<file path="src/vmfs_pkg.sv">
// Package for the gate valve mode and feedback supervisor.
// Holds the mode codes, request bit positions, register indexes and shared structs.
// No dependencies.
`timescale 1ns / 1ps

package vmfs_pkg;

  localparam int TimerWidthDefault = 8;
  localparam int ReloadWidth = 8;
  localparam int CfgIndexWidth = 2;
  localparam int TimerResetValue = 50;
  localparam logic [ReloadWidth-1:0] WaitReloadReset = 8'd10;

  typedef enum logic [1:0] {
    MODE_AUTO   = 2'd0,
    MODE_OPER   = 2'd1,
    MODE_REMOTE = 2'd2
  } mode_t;

  // Configuration register indexes.
  localparam logic [CfgIndexWidth-1:0] CFG_WAIT_RELOAD    = 2'd0;
  localparam logic [CfgIndexWidth-1:0] CFG_PRESS_ENABLE   = 2'd1;
  localparam logic [CfgIndexWidth-1:0] CFG_POSITION_ENABLE = 2'd2;
  localparam logic [CfgIndexWidth-1:0] CFG_OS_ENABLE      = 2'd3;

  // Pending request bit positions.
  localparam int P_OPEN   = 0;
  localparam int P_CLOSE  = 1;
  localparam int P_ACK    = 2;
  localparam int P_AUTO   = 3;
  localparam int P_OPER   = 4;
  localparam int P_REMOTE = 5;
  localparam int PendingWidth = 6;

  typedef struct packed {
    logic [ReloadWidth-1:0] wait_reload;
    logic                   press_check_enable;
    logic                   position_check_enable;
    logic                   os_check_enable;
  } cfg_t;

  typedef struct packed {
    logic                    commanded_open;
    mode_t                   control_mode;
    logic [PendingWidth-1:0] pending_requests;
    logic                    feedback_error_flag;
    logic                    os_error_flag;
  } ctrl_state_t;

  typedef struct packed {
    logic key_open;
    logic key_close;
    logic key_ack_error;
    logic key_auto;
    logic key_operator;
    logic remote_request;
    logic press_sense;
    logic position_sense;
    logic os_sense;
    logic second_tick;
  } scan_item_t;

endpackage

</file>
<file path="src/vmfs_if.sv">
// Channel interfaces for the valve supervisor: scan inputs and scan results.
// Each carries valid, ready and the payload; no package dependency.
`timescale 1ns / 1ps

interface vmfs_in_if;
  logic valid;
  logic ready;
  logic key_open;
  logic key_close;
  logic key_ack_error;
  logic key_auto;
  logic key_operator;
  logic remote_request;
  logic press_sense;
  logic position_sense;
  logic os_sense;
  logic second_tick;

  modport source (
    output valid, key_open, key_close, key_ack_error, key_auto, key_operator,
           remote_request, press_sense, position_sense, os_sense, second_tick,
    input  ready
  );
  modport sink (
    input  valid, key_open, key_close, key_ack_error, key_auto, key_operator,
           remote_request, press_sense, position_sense, os_sense, second_tick,
    output ready
  );
endinterface

interface vmfs_out_if;
  logic       valid;
  logic       ready;
  logic       drive_open;
  logic [1:0] mode;
  logic       feedback_error;
  logic       os_error;

  modport source (
    output valid, drive_open, mode, feedback_error, os_error,
    input  ready
  );
  modport sink (
    input  valid, drive_open, mode, feedback_error, os_error,
    output ready
  );
endinterface

</file>
<file path="src/vmfs_scan.sv">
// Combinational next-state logic for one control scan of the valve supervisor.
// Depends on vmfs_pkg for the state, configuration and item structs.
`timescale 1ns / 1ps

module vmfs_scan #(
  parameter int TIMER_WIDTH = vmfs_pkg::TimerWidthDefault
) (
  input  vmfs_pkg::ctrl_state_t   cur,
  input  logic [TIMER_WIDTH-1:0]  timer,
  input  vmfs_pkg::cfg_t          cfg,
  input  vmfs_pkg::scan_item_t    item,
  output vmfs_pkg::ctrl_state_t   nxt,
  output logic [TIMER_WIDTH-1:0]  timer_next
);
  import vmfs_pkg::*;

  logic [TIMER_WIDTH-1:0]  reload_value;
  logic [PendingWidth-1:0] pend;
  logic                    open_cmd;
  mode_t                   mode_new;
  logic                    ferr;
  logic                    press_reload;
  logic                    pos_reload;
  logic [TIMER_WIDTH-1:0]  t_mid;
  logic                    ferr_mid;

  assign reload_value = TIMER_WIDTH'(cfg.wait_reload);

  always_comb begin
    pend     = cur.pending_requests;
    open_cmd = cur.commanded_open;
    mode_new = cur.control_mode;
    ferr     = cur.feedback_error_flag;

    // Requests latch according to the mode at the start of the scan.
    case (cur.control_mode)
      MODE_OPER: begin
        pend[P_OPEN]  = pend[P_OPEN]  | item.key_open;
        pend[P_CLOSE] = pend[P_CLOSE] | item.key_close;
        pend[P_ACK]   = pend[P_ACK]   | item.key_ack_error;
        pend[P_AUTO]  = pend[P_AUTO]  | item.key_auto;
      end
      MODE_AUTO: begin
        pend[P_OPER] = pend[P_OPER] | item.key_operator;
      end
      default: begin
        pend[P_AUTO] = pend[P_AUTO] | item.key_auto;
      end
    endcase
    pend[P_REMOTE] = pend[P_REMOTE] | item.remote_request;

    if (cur.control_mode != MODE_AUTO) begin
      // Open applies before close, so both pending leaves the valve closed.
      if (pend[P_OPEN]) begin
        open_cmd     = 1'b1;
        pend[P_OPEN] = 1'b0;
      end
      if (pend[P_CLOSE]) begin
        open_cmd      = 1'b0;
        pend[P_CLOSE] = 1'b0;
      end
      if (pend[P_AUTO]) begin
        mode_new     = MODE_AUTO;
        pend[P_AUTO] = 1'b0;
      end
      if (pend[P_ACK]) begin
        ferr        = 1'b0;
        pend[P_ACK] = 1'b0;
      end
    end else if (pend[P_OPER]) begin
      mode_new     = MODE_OPER;
      pend[P_OPER] = 1'b0;
    end else if (pend[P_REMOTE]) begin
      mode_new       = MODE_REMOTE;
      pend[P_REMOTE] = 1'b0;
    end
  end

  assign press_reload = open_cmd ? item.press_sense : ~item.press_sense;
  assign pos_reload   = open_cmd ? ~item.position_sense : item.position_sense;

  // The two timer checks run one after the other on the shared timer.
  always_comb begin
    t_mid    = timer;
    ferr_mid = ferr;
    if (cfg.press_check_enable) begin
      if (press_reload) t_mid = reload_value;
      if (item.second_tick && (t_mid != '0)) t_mid = t_mid - 1'b1;
      if (t_mid == '0) ferr_mid = 1'b1;
    end
    timer_next          = t_mid;
    nxt.feedback_error_flag = ferr_mid;
    if (cfg.position_check_enable) begin
      if (pos_reload) timer_next = reload_value;
      if (item.second_tick && (timer_next != '0)) timer_next = timer_next - 1'b1;
      if (timer_next == '0) nxt.feedback_error_flag = 1'b1;
    end
    nxt.commanded_open   = open_cmd;
    nxt.control_mode     = mode_new;
    nxt.pending_requests = pend;
    nxt.os_error_flag    = cfg.os_check_enable ? ~item.os_sense : cur.os_error_flag;
  end

endmodule

</file>
<file path="src/valve_mode_and_feedback_supervisor_unit.sv">
// Gate valve mode and feedback supervisor: one control scan per input transaction.
// A result is registered and presented in the cycle after its input transaction is accepted.
// Throughput: one scan per cycle while the result side is ready; the output register frees as its result is taken.
// Reset (synchronous, active high): valve closed, auto mode, no pending requests,
// feedback timer at 50 (masked to the timer width), both error flags clear,
// configuration at its reset values, no result pending.
`timescale 1ns / 1ps

module valve_mode_and_feedback_supervisor_unit #(
  parameter int TIMER_WIDTH = vmfs_pkg::TimerWidthDefault
) (
  input  logic                                clk,
  input  logic                                rst,
  vmfs_in_if.sink                             scan_in,
  vmfs_out_if.source                          scan_out,
  input  logic                                cfg_we,
  input  logic [vmfs_pkg::CfgIndexWidth-1:0]  cfg_index,
  input  logic [vmfs_pkg::ReloadWidth-1:0]    cfg_data
);
  import vmfs_pkg::*;

  cfg_t                   cfg;
  ctrl_state_t            state;
  ctrl_state_t            state_next;
  logic [TIMER_WIDTH-1:0] wait_timer;
  logic [TIMER_WIDTH-1:0] wait_timer_next;
  scan_item_t             item;
  logic                   accept;
  logic                   out_valid;

  assign item = '{
    key_open:       scan_in.key_open,
    key_close:      scan_in.key_close,
    key_ack_error:  scan_in.key_ack_error,
    key_auto:       scan_in.key_auto,
    key_operator:   scan_in.key_operator,
    remote_request: scan_in.remote_request,
    press_sense:    scan_in.press_sense,
    position_sense: scan_in.position_sense,
    os_sense:       scan_in.os_sense,
    second_tick:    scan_in.second_tick
  };

  // A new transaction is taken whenever the result register is empty or being drained.
  assign scan_in.ready = ~out_valid | scan_out.ready;
  assign accept        = scan_in.valid & scan_in.ready;

  vmfs_scan #(
    .TIMER_WIDTH(TIMER_WIDTH)
  ) u_scan (
    .cur        (state),
    .timer      (wait_timer),
    .cfg        (cfg),
    .item       (item),
    .nxt        (state_next),
    .timer_next (wait_timer_next)
  );

  always_ff @(posedge clk) begin
    if (rst) begin
      cfg.wait_reload           <= WaitReloadReset;
      cfg.press_check_enable    <= 1'b0;
      cfg.position_check_enable <= 1'b0;
      cfg.os_check_enable       <= 1'b0;
    end else if (cfg_we) begin
      case (cfg_index)
        CFG_WAIT_RELOAD:     cfg.wait_reload           <= cfg_data;
        CFG_PRESS_ENABLE:    cfg.press_check_enable    <= cfg_data[0];
        CFG_POSITION_ENABLE: cfg.position_check_enable <= cfg_data[0];
        CFG_OS_ENABLE:       cfg.os_check_enable       <= cfg_data[0];
        default: ;
      endcase
    end
  end

  always_ff @(posedge clk) begin
    if (rst) begin
      state.commanded_open      <= 1'b0;
      state.control_mode        <= MODE_AUTO;
      state.pending_requests    <= '0;
      state.feedback_error_flag <= 1'b0;
      state.os_error_flag       <= 1'b0;
      wait_timer                <= TIMER_WIDTH'(TimerResetValue);
    end else if (accept) begin
      state      <= state_next;
      wait_timer <= wait_timer_next;
    end
  end

  always_ff @(posedge clk) begin
    if (rst) begin
      out_valid <= 1'b0;
    end else if (accept) begin
      out_valid <= 1'b1;
    end else if (scan_out.ready) begin
      out_valid <= 1'b0;
    end
  end

  // The result fields mirror the control state after the last accepted scan.
  assign scan_out.valid          = out_valid;
  assign scan_out.drive_open     = state.commanded_open;
  assign scan_out.mode           = state.control_mode;
  assign scan_out.feedback_error = state.feedback_error_flag;
  assign scan_out.os_error       = state.os_error_flag;

`ifndef ASSERT_OFF
  a_result_follows: assert property (@(posedge clk) disable iff (rst)
    accept |=> scan_out.valid)
    else $error("accepted scan produced no result");

  a_no_overwrite: assert property (@(posedge clk) disable iff (rst)
    (scan_out.valid && !scan_out.ready) |-> !scan_in.ready)
    else $error("input taken while a result is stalled");

  a_timeout_sets_error: assert property (@(posedge clk) disable iff (rst)
    (accept && (cfg.press_check_enable || cfg.position_check_enable))
      |=> ((wait_timer != '0) || state.feedback_error_flag))
    else $error("timer reached zero without a feedback error");

  a_os_tracks: assert property (@(posedge clk) disable iff (rst)
    (accept && cfg.os_check_enable) |=> (state.os_error_flag == !$past(scan_in.os_sense)))
    else $error("OS error does not follow the sensor");
`endif

endmodule

</file>
<file path="src/flat_wrapper.sv">
// flat-port wrapper written by rule: the top's interface ports become plain ports
module valve_mode_and_feedback_supervisor_unit_flat import vmfs_pkg::*;
#(
  parameter int TIMER_WIDTH = vmfs_pkg::TimerWidthDefault
)
  (clk, rst, cfg_we, cfg_index, cfg_data, scan_in_valid, scan_in_key_open, scan_in_key_close, scan_in_key_ack_error, scan_in_key_auto, scan_in_key_operator, scan_in_remote_request, scan_in_press_sense, scan_in_position_sense, scan_in_os_sense, scan_in_second_tick, scan_in_ready, scan_out_valid, scan_out_drive_open, scan_out_mode, scan_out_feedback_error, scan_out_os_error, scan_out_ready);
  vmfs_in_if scan_in_i ();
  vmfs_out_if scan_out_i ();
  input  logic clk;
  input  logic rst;
  input  logic cfg_we;
  input  logic [vmfs_pkg::CfgIndexWidth-1:0] cfg_index;
  input  logic [vmfs_pkg::ReloadWidth-1:0] cfg_data;
  input wire logic [$bits(scan_in_i.valid)-1:0] scan_in_valid;
  input wire logic [$bits(scan_in_i.key_open)-1:0] scan_in_key_open;
  input wire logic [$bits(scan_in_i.key_close)-1:0] scan_in_key_close;
  input wire logic [$bits(scan_in_i.key_ack_error)-1:0] scan_in_key_ack_error;
  input wire logic [$bits(scan_in_i.key_auto)-1:0] scan_in_key_auto;
  input wire logic [$bits(scan_in_i.key_operator)-1:0] scan_in_key_operator;
  input wire logic [$bits(scan_in_i.remote_request)-1:0] scan_in_remote_request;
  input wire logic [$bits(scan_in_i.press_sense)-1:0] scan_in_press_sense;
  input wire logic [$bits(scan_in_i.position_sense)-1:0] scan_in_position_sense;
  input wire logic [$bits(scan_in_i.os_sense)-1:0] scan_in_os_sense;
  input wire logic [$bits(scan_in_i.second_tick)-1:0] scan_in_second_tick;
  output wire logic [$bits(scan_in_i.ready)-1:0] scan_in_ready;
  output wire logic [$bits(scan_out_i.valid)-1:0] scan_out_valid;
  output wire logic [$bits(scan_out_i.drive_open)-1:0] scan_out_drive_open;
  output wire logic [$bits(scan_out_i.mode)-1:0] scan_out_mode;
  output wire logic [$bits(scan_out_i.feedback_error)-1:0] scan_out_feedback_error;
  output wire logic [$bits(scan_out_i.os_error)-1:0] scan_out_os_error;
  input wire logic [$bits(scan_out_i.ready)-1:0] scan_out_ready;
  assign scan_in_i.valid = scan_in_valid;
  assign scan_in_i.key_open = scan_in_key_open;
  assign scan_in_i.key_close = scan_in_key_close;
  assign scan_in_i.key_ack_error = scan_in_key_ack_error;
  assign scan_in_i.key_auto = scan_in_key_auto;
  assign scan_in_i.key_operator = scan_in_key_operator;
  assign scan_in_i.remote_request = scan_in_remote_request;
  assign scan_in_i.press_sense = scan_in_press_sense;
  assign scan_in_i.position_sense = scan_in_position_sense;
  assign scan_in_i.os_sense = scan_in_os_sense;
  assign scan_in_i.second_tick = scan_in_second_tick;
  assign scan_in_ready = scan_in_i.ready;
  assign scan_out_valid = scan_out_i.valid;
  assign scan_out_drive_open = scan_out_i.drive_open;
  assign scan_out_mode = scan_out_i.mode;
  assign scan_out_feedback_error = scan_out_i.feedback_error;
  assign scan_out_os_error = scan_out_i.os_error;
  assign scan_out_i.ready = scan_out_ready;
  valve_mode_and_feedback_supervisor_unit #(.TIMER_WIDTH(TIMER_WIDTH)) u_core (.clk(clk), .rst(rst), .scan_in(scan_in_i), .scan_out(scan_out_i), .cfg_we(cfg_we), .cfg_index(cfg_index), .cfg_data(cfg_data));
endmodule
</file>
<file path="config.mk">
export PLATFORM = sky130hd
export DESIGN_NAME = valve_mode_and_feedback_supervisor_unit_flat
export DESIGN_NICKNAME = d
export VERILOG_FILES = /design/src/vmfs_pkg.sv /design/src/vmfs_if.sv /design/src/vmfs_scan.sv /design/src/valve_mode_and_feedback_supervisor_unit.sv /design/src/flat_wrapper.sv
export SDC_FILE = /design/constraint.sdc
export NUM_CORES = 1
export LEC_CHECK = 0
export ABC_AREA = 1
export BUFFER_PORTS_ARGS = -buffer_cell sky130_fd_sc_hd__buf_2
export CORE_ASPECT_RATIO = 0.6
export CORE_MARGIN = 3
export CORE_UTILIZATION = 40
export DETAILED_ROUTE_END_ITERATION = 6
export PLACE_DENSITY_LB_ADDON = 0.1
export REMOVE_ABC_BUFFERS = 1
export SETUP_SLACK_MARGIN = 0.05
export SYNTH_ARGS = -nofsm -noshare
export SYNTH_HDL_FRONTEND = slang
export SYNTH_SLANG_ARGS = --single-unit
export TNS_END_PERCENT = 5
</file>
<file path="constraint.sdc">
create_clock -name clk -period 3.73 [get_ports clk]
set_clock_uncertainty 0.2 [all_clocks]
set_input_delay 0.5595 -clock clk [delete_from_list [all_inputs] [get_ports clk]]
set_output_delay 0.5595 -clock clk [all_outputs]
set_load 0.02 [all_outputs]
</file>
==> impl_metrics.sql <==
INSERT INTO impl_metrics (metric_group, metric, value, unit) VALUES
('sta', 'maxSlewViolCount', '0', ''),
('yosys', 'synth_most_common_cell', 'sky130_fd_sc_hd__nand2_1', ''),
('yosys', 'postSynthRegisterBits', '31', ''),
('sta', 'post_layout_minimum_cycle_time', '3431', 'ps'),
('worst_setup_path', 'worst_setup_path_end_kind', 'register', ''),
('drt', 'drcViolationCount', '0', ''),
('power', 'pwr_cell_area', '346.0', 'nW/µm²'),
('place', 'port-buffer-count', '31', ''),
('worst_setup_path', 'critPathMaxStageDelay', '370', 'ps'),
('sta', 'finalSetupTns', '0', 'ps'),
('global_route', 'via_count_of_the_first_global_routing_pass', '2536', ''),
('drt', 'first_drt_iteration_drcs', '275', ''),
('place', 'placement.cell_area', '2846', 'µm²'),
('yosys', 'netlist.area_leader.share', '23.61', '%'),
('power', 'power.static_leakage', '1.414', 'nW'),
('yosys', 'synthesis.instances', '419', ''),
('yosys', 'ys_dominant_reg_cell', 'sky130_fd_sc_hd__dfxtp_1', ''),
('worst_setup_path', 'regToRegSetupSlack', '300', 'ps'),
('yosys', 'mappedNetlistArea', '2629', 'µm²'),
('yosys', 'synthDominantAreaCellType', 'sky130_fd_sc_hd__dfxtp_1', ''),
('worst_setup_path', 'critical-path-top-cell-by-count', 'sky130_fd_sc_hd__nand2_1', ''),
('cts', 'ctsHoldBuffers', '0', ''),
('cts', 'clk_latency', '280', 'ps'),
('worst_hold_path', 'timing.hold.worst.class', 'reg2reg', ''),
('sta', 'achievable-frequency', '291.4', 'MHz'),
('drt', 'viasPerCell', '5.479', ''),
('sta', 'setup_viol_count_final', '0', ''),
('drt', 'routed_wire_length_per_instance', '15.88', 'µm'),
('cts', 'tritoncts_num_sinks', '31', ''),
('yosys', 'syn_avg_cell_area', '6.274', 'µm²'),
('yosys', 'synth-async-reset-ratio', '0', '%'),
('yosys', 'synth_seq_area_share', '23.61', '%'),
('yosys', 'synth.lib_cells_used.distinct', '33', ''),
('global_route', 'grt.total_usage', '22.31', '%'),
('worst_setup_path', 'critPathRequiredTime', '3670', 'ps'),
('cells_and_area', 'final_layout_size_suffix_gt1_share', '25.88', '%'),
('yosys', 'ys.warnings.count', '0', ''),
('global_route', 'grt_overflow', '0', ''),
('cells_and_area', 'nNetsFinal', '478', ''),
('global_route', 'grt_max_degree', '20', ''),
('place', 'gpl.final_weighted_congestion', '0.9447', ''),
('yosys', 'edff_count_synth', '0', ''),
('worst_setup_path', 'worstPathMaxFanout', '9', ''),
('cts', 'numCtsBuffers', '5', ''),
('yosys', 'yosys-top-cells-area', 'sky130_fd_sc_hd__dfxtp_1 (24%), sky130_fd_sc_hd__nand2_1 (18%), sky130_fd_sc_hd__nand3_1 (8.0%)', ''),
('sta', 'rsz0062_at_grt', 'false', ''),
('cts', 'htree_num_levels', '2', ''),
('yosys', 'synth.cells.most_frequent', 'sky130_fd_sc_hd__nand2_1 (123), sky130_fd_sc_hd__nand3_1 (42), sky130_fd_sc_hd__inv_1 (38)', ''),
('drt', 'detailedRoute.firstPassIterationCount', '5', ''),
('place', 'hpwlAfterDp', '6.722', 'mm'),
('run', 'maxCapViolations', '0', ''),
('cells_and_area', 'area_growth_syn_to_layout', '13.85', '%'),
('drt', 'drtAntennaViolNets', '0', ''),
('die', 'initial_core_util', '42.07', '%'),
('sta', 'portion_of_the_clock_cycle_consumed_by_the_worst_path_in_the_final_layout', '91.99', '%'),
('cts', 'clock-root-buffer', 'sky130_fd_sc_hd__clkbuf_8', ''),
('die', 'rows', '22', ''),
('sta', 'worst_pin_slew', '683.8', 'ps'),
('sta', 'hold_viol', '0', ''),
('cts', 'clk_slew_on_worst_s_h_paths', '70', 'ps'),
('cells_and_area', 'fillCellCount', '658', ''),
('power', 'worst_ir_drop_vdd', '0.0002002', 'V'),
('global_route', 'grt_first_pass_wirelength', '13.30', 'mm'),
('cts', 'cts_tree', 'built', ''),
('die', 'floorplan.io_pins', '32', ''),
('die', 'placeableCoreArea', '6248', 'µm²'),
('worst_setup_path', 'critical_path_arrival', '3380', 'ps'),
('drt', 'drt-total-wl', '8.512', 'mm'),
('global_route', 'grt_antenna_before_repair', '0', ''),
('die', 'dieArea', '7613', 'µm²'),
('outcome', 'run_status', 'completed', ''),
('worst_setup_path', 'timing.critical_path.from_type', 'register', ''),
('die', 'dieHeight', '68.80', 'µm'),
('worst_setup_path', 'worst_path_max_delay_cell', 'sky130_fd_sc_hd__dfxtp_4', ''),
('cells_and_area', 'antenna_cells', '0', ''),
('cells_and_area', 'postLayoutCellArea', '2993', 'µm²'),
('drt', 'num_vias', '2937', ''),
('cts', 'cts_buffer_depth', '2', ''),
('worst_setup_path', 'path_class', 'reg2reg', ''),
('die', 'fp.dieW', '110.7', 'µm'),
('sta', 'maxSlewHeadroom', '54.30', '%');
## kinds of logic after synthesis
group | count (synthesis) | synth area share (%)
fa+ha+maj | 2 | 0.9518
xor+xnor | 1 | 0.3332
compound gates | 75 | 16.09
buf+inv | 57 | 8.615
flops | 31 | 23.61
simple gates | 253 | 50.40
## layout by cell type (no fill, tap or decap), types with 5 or more instances in the layout
cell and instances:
sky130_fd_sc_hd__nand2_1 119, sky130_fd_sc_hd__nand3_1 41, sky130_fd_sc_hd__inv_1 38, sky130_fd_sc_hd__buf_2 31, sky130_fd_sc_hd__dfxtp_1 29, sky130_fd_sc_hd__a21oi_1 28, sky130_fd_sc_hd__nor2_1 24, sky130_fd_sc_hd__nand2_2 20
sky130_fd_sc_hd__o21ai_0 19, sky130_fd_sc_hd__nand2_4 11, sky130_fd_sc_hd__nand3_2 9, sky130_fd_sc_hd__o21ai_1 9, sky130_fd_sc_hd__nor2_2 7, sky130_fd_sc_hd__o211ai_1 6, sky130_fd_sc_hd__buf_4 6, sky130_fd_sc_hd__inv_2 5
sky130_fd_sc_hd__nor2_4 5, sky130_fd_sc_hd__o21ai_2 5, sky130_fd_sc_hd__clkbuf_8 5
## flip-flops by register name, summed over array words and instances, names as in the netlist
name	cells
u_core.scan_out.feedback_error	1
u_core.scan_out.mode	2
u_core.state	6
u_core.scan_out.os_error	1
u_core.scan_out.valid	1
u_core.wait_timer	8
u_core.scan_out.drive_open	1
u_core.cfg	11
## worst paths after layout
| path | start | to | depth (start not counted) |
|---|---|---|---|
| setup / recovery | u_core.scan_out.mode[0] | u_core.wait_timer[5] | 28 |
| hold reg to reg | u_core.state[5] | u_core.state[5] | 2 |
| hold / removal | u_core.state[5] | u_core.state[5] | 2 |
| setup reg to reg | u_core.scan_out.mode[0] | u_core.wait_timer[5] | 28 |
## metal layers
layer	up-vias	GRT usage, %	wire length [µm]
li1	1439	-	-
met1	1354	33.87	4285
met2	142	31.87	3261
met3	2	6.277	949
met4	0	2.151	14
met5	-	0	0
## what timing repair did
action                     4_1_cts  5_1_grt
setup endpoints to repair        0        6
gates resized for setup          0       12
buffers inserted                 0        4
hold endpoints to repair         0        0
## critical path: cells and delay by family (launching register included)
| family | cells | cell delay [ps] |
|---|---|---|
| adders and majority gates | 1 | 190 |
| DFF | 1 | 370 |
| buffers and inverters | 2 | 120 |
| and+or+nand+nor | 22 | 2020 |
| AOI/OAI and AO/OA | 3 | 400 |
## where the power goes
part / internal (W) / total, W / leakage (nW) / switching [W]
combinational: 0.000127 / 0.000400 / 1.12 / 0.000273
clock: 0.000130 / 0.000267 / 0.0412 / 0.000137
sequential: 0.000350 / 0.000369 / 0.255 / 0.0000191
## cell type report
cell class / instances / area, µm² / share of cell area, %
Sequential cell: 31 / 625.6 / 20.90
Clock inverter: 2 / 12.51 / 0.4181
Timing Repair Buffer: 37 / 200.2 / 6.689
Multi-Input combinational cell: 331 / 1808 / 60.41
Inverter: 45 / 168.9 / 5.644
Clock buffer: 6 / 72.57 / 2.425
Tap cell: 84 / 105.1 / 3.512
## through the flow
step                      utilization [%]  hold WS (ps)  setup WS, ps  std cells  total power, W
final                               47.90         235.4         298.6        536        0.001035
after floorplan                         -         208.3         639.5        407       0.0006445
after global placement              45.55         221.3         142.7        524       0.0007527
after detailed placement            45.55         223.8         156.7        524       0.0007525
after global routing                47.90         253.9         42.18        536        0.001095
after CTS                           46.92         237.5         239.9        532        0.001017
No activity file was read; power rests on OpenSTA's default activity.
